===== config.mk =====
export PLATFORM = sky130hd
export DESIGN_NAME = thermal_printhead_line_sequencer
export DESIGN_NICKNAME = d
export VERILOG_FILES = /design/src/rtl/tpls_pkg.sv /design/src/rtl/tpls_front.sv /design/src/rtl/tpls_queue.sv /design/src/rtl/tpls_back.sv /design/src/rtl/thermal_printhead_line_sequencer.sv
export SDC_FILE = /design/constraint.sdc
export NUM_CORES = 1
export LEC_CHECK = 0
export BUFFER_PORTS_ARGS = -buffer_cell sky130_fd_sc_hd__buf_2
export CORE_UTILIZATION = 30
export CTS_BUF_LIST = sky130_fd_sc_hd__clkbuf_4 sky130_fd_sc_hd__clkbuf_8
export DETAILED_ROUTE_END_ITERATION = 16
export SKIP_CTS_REPAIR_TIMING = 1
export SLEW_MARGIN = 0
export SYNTH_ARGS = -nofsm -noshare
export SYNTH_HDL_FRONTEND = slang
export SYNTH_SLANG_ARGS = --single-unit

===== constraint.sdc =====
create_clock -name clk -period 3.28 [get_ports clk]
set_clock_uncertainty 0.1 [all_clocks]
set_input_delay 0.164 -clock clk [delete_from_list [all_inputs] [get_ports clk]]
set_output_delay 0.164 -clock clk [all_outputs]
set_load 0.02 [all_outputs]

===== src/rtl/tpls_pkg.sv =====
// Shared types, constants and helpers for the thermal printhead line sequencer.
// No dependencies; every other file of the block imports this package.
package tpls_pkg;

  localparam int LINE_BYTES_MAX = 64;
  localparam logic [6:0] LINE_BYTES_RESET = 7'd48;
  localparam logic [6:0] LINE_BYTES_CAP = 7'(LINE_BYTES_MAX);

  typedef enum logic [2:0] {
    ACT_ENABLE  = 3'd0,
    ACT_SHIFT   = 3'd1,
    ACT_LATCH   = 3'd2,
    ACT_STROBE  = 3'd3,
    ACT_STEP    = 3'd4,
    ACT_DISABLE = 3'd5
  } action_t;

  // One classified byte waiting for the back end.
  typedef struct packed {
    logic [7:0] dots;
    logic       first;   // byte opens a line
    logic       closing; // byte ends a line
    logic [1:0] phase;   // motor phase at the first step of this line end
  } line_entry_t;

  localparam logic [1:0] LAST_STROBE_GROUP = 2'd2;

  function automatic logic [3:0] coil_for(input logic [1:0] phase);
    logic [3:0] coil;
    case (phase)
      2'd0:    coil = 4'h5;
      2'd1:    coil = 4'h6;
      2'd2:    coil = 4'hA;
      default: coil = 4'h9;
    endcase
    return coil;
  endfunction

endpackage


===== src/rtl/tpls_front.sv =====
// Front end: accepts dot bytes and classifies them as first or last of a line.
// Depends on tpls_pkg.
module tpls_front import tpls_pkg::*; (
  input  logic        clk,
  input  logic        rst,
  input  logic [6:0]  line_bytes,
  input  logic        in_valid,
  output logic        in_ready,
  input  logic [7:0]  dot_byte,
  input  logic        q_full,
  output logic        push,
  output line_entry_t push_entry
);

  logic [5:0] byte_position;
  logic [1:0] motor_phase;
  logic [6:0] len_eff;
  logic       closing;

  always_comb begin
    if (line_bytes == 7'd0) begin
      len_eff = 7'd1;
    end else if (line_bytes > LINE_BYTES_CAP) begin
      len_eff = LINE_BYTES_CAP;
    end else begin
      len_eff = line_bytes;
    end
  end

  assign closing  = ({1'b0, byte_position} + 7'd1) >= len_eff;
  assign in_ready = !q_full;
  assign push     = in_valid && in_ready;

  assign push_entry.dots    = dot_byte;
  assign push_entry.first   = (byte_position == 6'd0);
  assign push_entry.closing = closing;
  assign push_entry.phase   = motor_phase;

  always_ff @(posedge clk) begin
    if (rst) begin
      byte_position <= 6'd0;
      motor_phase   <= 2'd0;
    end else if (push) begin
      if (closing) begin
        byte_position <= 6'd0;
        motor_phase   <= motor_phase + 2'd2;
      end else begin
        byte_position <= byte_position + 6'd1;
      end
    end
  end

endmodule


===== src/rtl/tpls_queue.sv =====
// Two-entry queue of classified bytes between front and back end.
// Depends on tpls_pkg.
module tpls_queue import tpls_pkg::*; (
  input  logic        clk,
  input  logic        rst,
  input  logic        push,
  input  line_entry_t push_entry,
  input  logic        pop,
  output logic        full,
  output logic        head_valid,
  output line_entry_t head
);

  line_entry_t slots [2];
  logic        wr_ptr;
  logic        rd_ptr;
  logic [1:0]  count;

  assign full       = (count == 2'd2);
  assign head_valid = (count != 2'd0);
  assign head       = slots[rd_ptr];

  always_ff @(posedge clk) begin
    if (push) begin
      slots[wr_ptr] <= push_entry;
    end
  end

  always_ff @(posedge clk) begin
    if (rst) begin
      wr_ptr <= 1'b0;
      rd_ptr <= 1'b0;
      count  <= 2'd0;
    end else begin
      if (push) wr_ptr <= !wr_ptr;
      if (pop)  rd_ptr <= !rd_ptr;
      case ({push, pop})
        2'b10:   count <= count + 2'd1;
        2'b01:   count <= count - 2'd1;
        default: count <= count;
      endcase
    end
  end

endmodule


===== src/rtl/tpls_back.sv =====
// Back end: expands the queue head into pin actions, one per cycle unless stalled.
// Depends on tpls_pkg.
module tpls_back import tpls_pkg::*; (
  input  logic        clk,
  input  logic        rst,
  input  logic        head_valid,
  input  line_entry_t head,
  output logic        pop,
  output logic        out_valid,
  input  logic        out_ready,
  output logic [2:0]  action,
  output logic        data_bit,
  output logic [1:0]  strobe_group,
  output logic [3:0]  coil_pattern,
  output logic        last_action
);

  typedef enum logic [6:0] {
    ST_START   = 7'b0000001,
    ST_ENABLE  = 7'b0000010,
    ST_SHIFT   = 7'b0000100,
    ST_LATCH   = 7'b0001000,
    ST_STROBE  = 7'b0010000,
    ST_STEP    = 7'b0100000,
    ST_DISABLE = 7'b1000000
  } seq_state_t;

  seq_state_t state, state_next, cur;
  logic [2:0] cnt, cnt_next;
  logic       emit;
  logic       done;
  action_t    act;

  assign emit = head_valid && (!out_valid || out_ready);

  // A fresh item starts either with the enable action or straight in the shifts.
  always_comb begin
    if (state == ST_START) begin
      cur = head.first ? ST_ENABLE : ST_SHIFT;
    end else begin
      cur = state;
    end
  end

  always_comb begin
    state_next = cur;
    cnt_next   = cnt;
    done       = 1'b0;
    act        = ACT_ENABLE;
    case (cur)
      ST_ENABLE: begin
        act        = ACT_ENABLE;
        state_next = ST_SHIFT;
        cnt_next   = 3'd0;
      end
      ST_SHIFT: begin
        act = ACT_SHIFT;
        if (cnt == 3'd7) begin
          cnt_next = 3'd0;
          if (head.closing) begin
            state_next = ST_LATCH;
          end else begin
            state_next = ST_START;
            done       = 1'b1;
          end
        end else begin
          cnt_next = cnt + 3'd1;
        end
      end
      ST_LATCH: begin
        act        = ACT_LATCH;
        state_next = ST_STROBE;
        cnt_next   = 3'd0;
      end
      ST_STROBE: begin
        act = ACT_STROBE;
        if (cnt[1:0] == LAST_STROBE_GROUP) begin
          state_next = ST_STEP;
          cnt_next   = 3'd0;
        end else begin
          cnt_next = cnt + 3'd1;
        end
      end
      ST_STEP: begin
        act = ACT_STEP;
        if (cnt[0]) begin
          state_next = ST_DISABLE;
          cnt_next   = 3'd0;
        end else begin
          cnt_next = cnt + 3'd1;
        end
      end
      ST_DISABLE: begin
        act        = ACT_DISABLE;
        state_next = ST_START;
        cnt_next   = 3'd0;
        done       = 1'b1;
      end
      default: begin
        state_next = ST_START;
        cnt_next   = 3'd0;
      end
    endcase
  end

  assign pop = emit && done;

  always_ff @(posedge clk) begin
    if (rst) begin
      state     <= ST_START;
      cnt       <= 3'd0;
      out_valid <= 1'b0;
    end else begin
      if (emit) begin
        state     <= state_next;
        cnt       <= cnt_next;
        out_valid <= 1'b1;
      end else if (out_ready) begin
        out_valid <= 1'b0;
      end
    end
  end

  always_ff @(posedge clk) begin
    if (emit) begin
      action       <= act;
      data_bit     <= (act == ACT_SHIFT) ? head.dots[3'd7 - cnt] : 1'b0;
      strobe_group <= (act == ACT_STROBE) ? cnt[1:0] : 2'd0;
      coil_pattern <= (act == ACT_STEP) ? coil_for(head.phase + {1'b0, cnt[0]}) : 4'h0;
      last_action  <= done;
    end
  end

endmodule


===== src/rtl/thermal_printhead_line_sequencer.sv =====
// Top level of the thermal printhead line sequencer: config register and the
// front end, queue and back end. Depends on tpls_pkg, tpls_front, tpls_queue, tpls_back.
//
//   channel   direction  handshake              payload
//   in        input      in_valid / in_ready    dot_byte
//   out       output     out_valid / out_ready  action, data_bit, strobe_group,
//                                               coil_pattern, last_action
//   cfg       input      cfg_write              cfg_data (line_bytes)
//
// The back end issues one action item per cycle from its output register unless
// out_ready stalls it. A byte expands to 8 items in mid-line, 9 when it opens a
// line and 7 more when it closes one; that single sequencer sets the sustained rate.
// Reset (rst, synchronous) empties the queue, clears line position and motor
// phase, and loads line_bytes with 48. A stalled output holds its item; the
// two-entry queue keeps taking bytes until it is full.
module thermal_printhead_line_sequencer import tpls_pkg::*; (
  input  logic       clk,
  input  logic       rst,
  input  logic       cfg_write,
  input  logic [6:0] cfg_data,
  input  logic       in_valid,
  output logic       in_ready,
  input  logic [7:0] dot_byte,
  output logic       out_valid,
  input  logic       out_ready,
  output logic [2:0] action,
  output logic       data_bit,
  output logic [1:0] strobe_group,
  output logic [3:0] coil_pattern,
  output logic       last_action
);

  logic [6:0]  line_bytes;
  logic        push;
  line_entry_t push_entry;
  logic        q_full;
  logic        pop;
  logic        head_valid;
  line_entry_t head;

  // Line length register; the front end clamps it to the legal range.
  always_ff @(posedge clk) begin
    if (rst) begin
      line_bytes <= LINE_BYTES_RESET;
    end else if (cfg_write) begin
      line_bytes <= cfg_data;
    end
  end

  // The front end tracks the line position and motor phase, so each queued
  // byte already knows whether it opens or closes a line.
  tpls_front u_front (
    .clk        (clk),
    .rst        (rst),
    .line_bytes (line_bytes),
    .in_valid   (in_valid),
    .in_ready   (in_ready),
    .dot_byte   (dot_byte),
    .q_full     (q_full),
    .push       (push),
    .push_entry (push_entry)
  );

  tpls_queue u_queue (
    .clk        (clk),
    .rst        (rst),
    .push       (push),
    .push_entry (push_entry),
    .pop        (pop),
    .full       (q_full),
    .head_valid (head_valid),
    .head       (head)
  );

  // The back end works on the queue head in place and pops it with the
  // item's final action, so the next byte starts without a bubble.
  tpls_back u_back (
    .clk          (clk),
    .rst          (rst),
    .head_valid   (head_valid),
    .head         (head),
    .pop          (pop),
    .out_valid    (out_valid),
    .out_ready    (out_ready),
    .action       (action),
    .data_bit     (data_bit),
    .strobe_group (strobe_group),
    .coil_pattern (coil_pattern),
    .last_action  (last_action)
  );

endmodule


==> metrics.txt <==
status finished, final reports clean; fill count 979; most frequent cells in the layout edfxtp_1 (33), buf_2 (32), dfxtp_1 (30); share of cells above drive strength 1 0.188; Placement Cell Area 3400 µm²; initial drt markers 57; Synth Area per Inst 10.9 µm²; Synth area leaders edfxtp_1 (32%), dfxtp_1 (19%), ha_1 (8.5%), nor2_1 (3.5%), a21oi_1 (2.9%); commonest non-fill, non-tap cell in the layout edfxtp_1; number of synthesized flops with an enable pin 33; DR vias 2258; final setup fails 0; H-tree depth 3; n_diodes 0; critical path fanouts, max 6; antenna-violating nets left 0; Post-synth ARST share 0; vias in the first global route 2081; GP Congestion 0.796; Tot Pwr 1.89 mW; static leakage 1.49 nW; clock sinks 63; initial antenna violation count 0; CP Buf/Inv Count 0; Starting Density 0.313; Skew-Pair Late Insertion Delay 0.35 ns; Min-Delay Path Class input pin to flop; synthesized flop and latch total 63; Final period util 0.853; Slew headroom 0.607; maximum buffer depth of the clock tree 2; CTS tree yes; placeable core area 9860 µm²; VDD IR max 0.000172 V; final layout net count 377; crit path cell chain ha_1, nand3_1, xnor2_1, ha_1, a21o_1, a221o_1, a41o_1, nor3_1, a22o_1; post-synth top area cell edfxtp_1; Cells after Synth 283; crit end category flop; GRT Overall Usage 0.121; Wirelength per Cell 12.4 µm; Seq/Total Area, Yosys 0.516; Residual DRC 0; CP Class flop to flop; Worst-Margin Slew 0.590 ns; input/output buffers 32; crit path time final 2.80 ns; Critical-path top delay cell dfxtp_1; Max Cap Violations 0; fmax 357 MHz; clk slew on worst S/H paths 0.07 ns; global-route wire length before repair 9.68 mm; Slowest Stage Delay on Critical Path 0.41 ns; Layout area overhead 21.7%; row cnt 36; Primary FF master, synth edfxtp_1; post-synth net total 324; Slew Viols, Final 0; WP data arrival 2.99 ns; footprint of the multi-input gates 1410 µm²; Die H 103 µm; type of origin of the critical path flop; critical path's most frequent cell ha_1; vias per inst 4.76; Hold Fails Final Rpt 0; area of the mapped netlist 3090 µm²; die extent in x 103 µm; WP data required 3.47 ns; total CTS buffers 9; synth unique cells 50; DRT Pass-1 Iters 4; post-synth top area share 0.321; CTS root buf clkbuf_8; Min Hold Slack 0.0470 ns; HPWL after DPL 3.97 mm; I/O pin cnt 33; pin count of the biggest net entering global routing 32; TNS Setup 0 ns; fin area 3750 µm²; RSZ-0062 raised after global routing no; drt total wl 5.86 mm; Reg area 1590 µm²; critical path's top delay family compound AO/OA/AOI/OAI gates; power per standard cell area 503 nW/µm²; grt ovf 0; Synthesis Warnings 0; die area 10700 µm²
[cell usage after synthesis, types with 4 or more instances]
cell and instances:
o21ai_0 9, dfxtp_1 30, mux4_2 4, ha_1 21, mux2i_1 9, nor3_1 12
edfxtp_1 33, nand2_1 21, xnor2_1 4, a21oi_1 18, a22o_1 4, nor2b_1 10
clkbuf_1 8, or3_1 4, inv_1 8, and2_1 4, nor2_1 29, nand3_1 5
[through the flow]
stage          utilization  cells  setup slack (ns)
3_3_place_gp         0.344    442             0.627
5_1_grt              0.381    474             0.271
3_5_place_dp         0.344    442             0.513
4_1_cts              0.364    458             0.496
2_1_floorplan            -    283             0.747
6_report             0.381    474             0.482
[registers in the layout (all words and copies together) (netlist names), named ones only]
register / cells
line_bytes: 7
u_back.action: 3
u_back.cnt: 3
u_back.coil_pattern: 4
u_back.data_bit: 1
u_back.last_action: 1
u_back.out_valid: 1
u_back.state: 7
u_back.strobe_group: 2
u_front.byte_position: 6
u_front.motor_phase: 1
u_queue.count: 2
u_queue.rd_ptr: 1
u_queue.slots: 22
u_queue.wr_ptr: 1
[worst register-to-register path, cell delays in order, from the launching register on]
cell	delay, ns
dfxtp_1	0.41
ha_1	0.28
nand3_1	0.12
xnor2_1	0.22
ha_1	0.29
a21o_1	0.18
a221o_1	0.32
a41o_1	0.27
nor3_1	0.34
a22o_1	0.21
[metal layers]
layer / vias up / global-route usage / part of all wire
li1: 1143 / - / -
met1: 1064 / 0.142 / 0.47
met2: 43 / 0.193 / 0.48
met3: 8 / 0.0504 / 0.042
met4: 0 / 0.0553 / 0.016
met5: - / 0 / 0
[logic make-up after synthesis]
kind of cell	after synthesis	share of synthesized area
muxes	14	0.0620
AOI/OAI and AO/OA	52	0.112
xor gates and xnor gates	7	0.0199
adders and majority gates	21	0.0852
buffers and inverters	20	0.0280
DFF	63	0.516
and+or+nand+nor	106	0.177
[final timing paths]
path	from	to	slack (ns)	cells after the start
worst max-delay path	u_front.byte_position[0]	u_front.byte_position[4]	0.48	9
worst min-delay path	in_valid	u_queue.wr_ptr	0.05	4
worst max register to register	u_front.byte_position[0]	u_front.byte_position[4]	0.48	9
worst min register to register	u_front.motor_phase[1]	u_queue.slots[1][1]	0.39	0
[report_power, final]
part / switching [mW] / internal [mW]
Clock: 0.327 / 0.352
Combinational: 0.168 / 0.116
Sequential: 0.0302 / 0.894
Total: 0.525 / 1.36
[layout make-up]
class / instances / share of cell area
inverter: 9 / 0.00900
tap: 133 / 0.0443
timing repair buffer: 53 / 0.0953
clock inverter: 7 / 0.0193
clock buffer: 9 / 0.0330
multi-input combinational: 200 / 0.375
sequential: 63 / 0.424
Power figures use the tool's default switching activity.
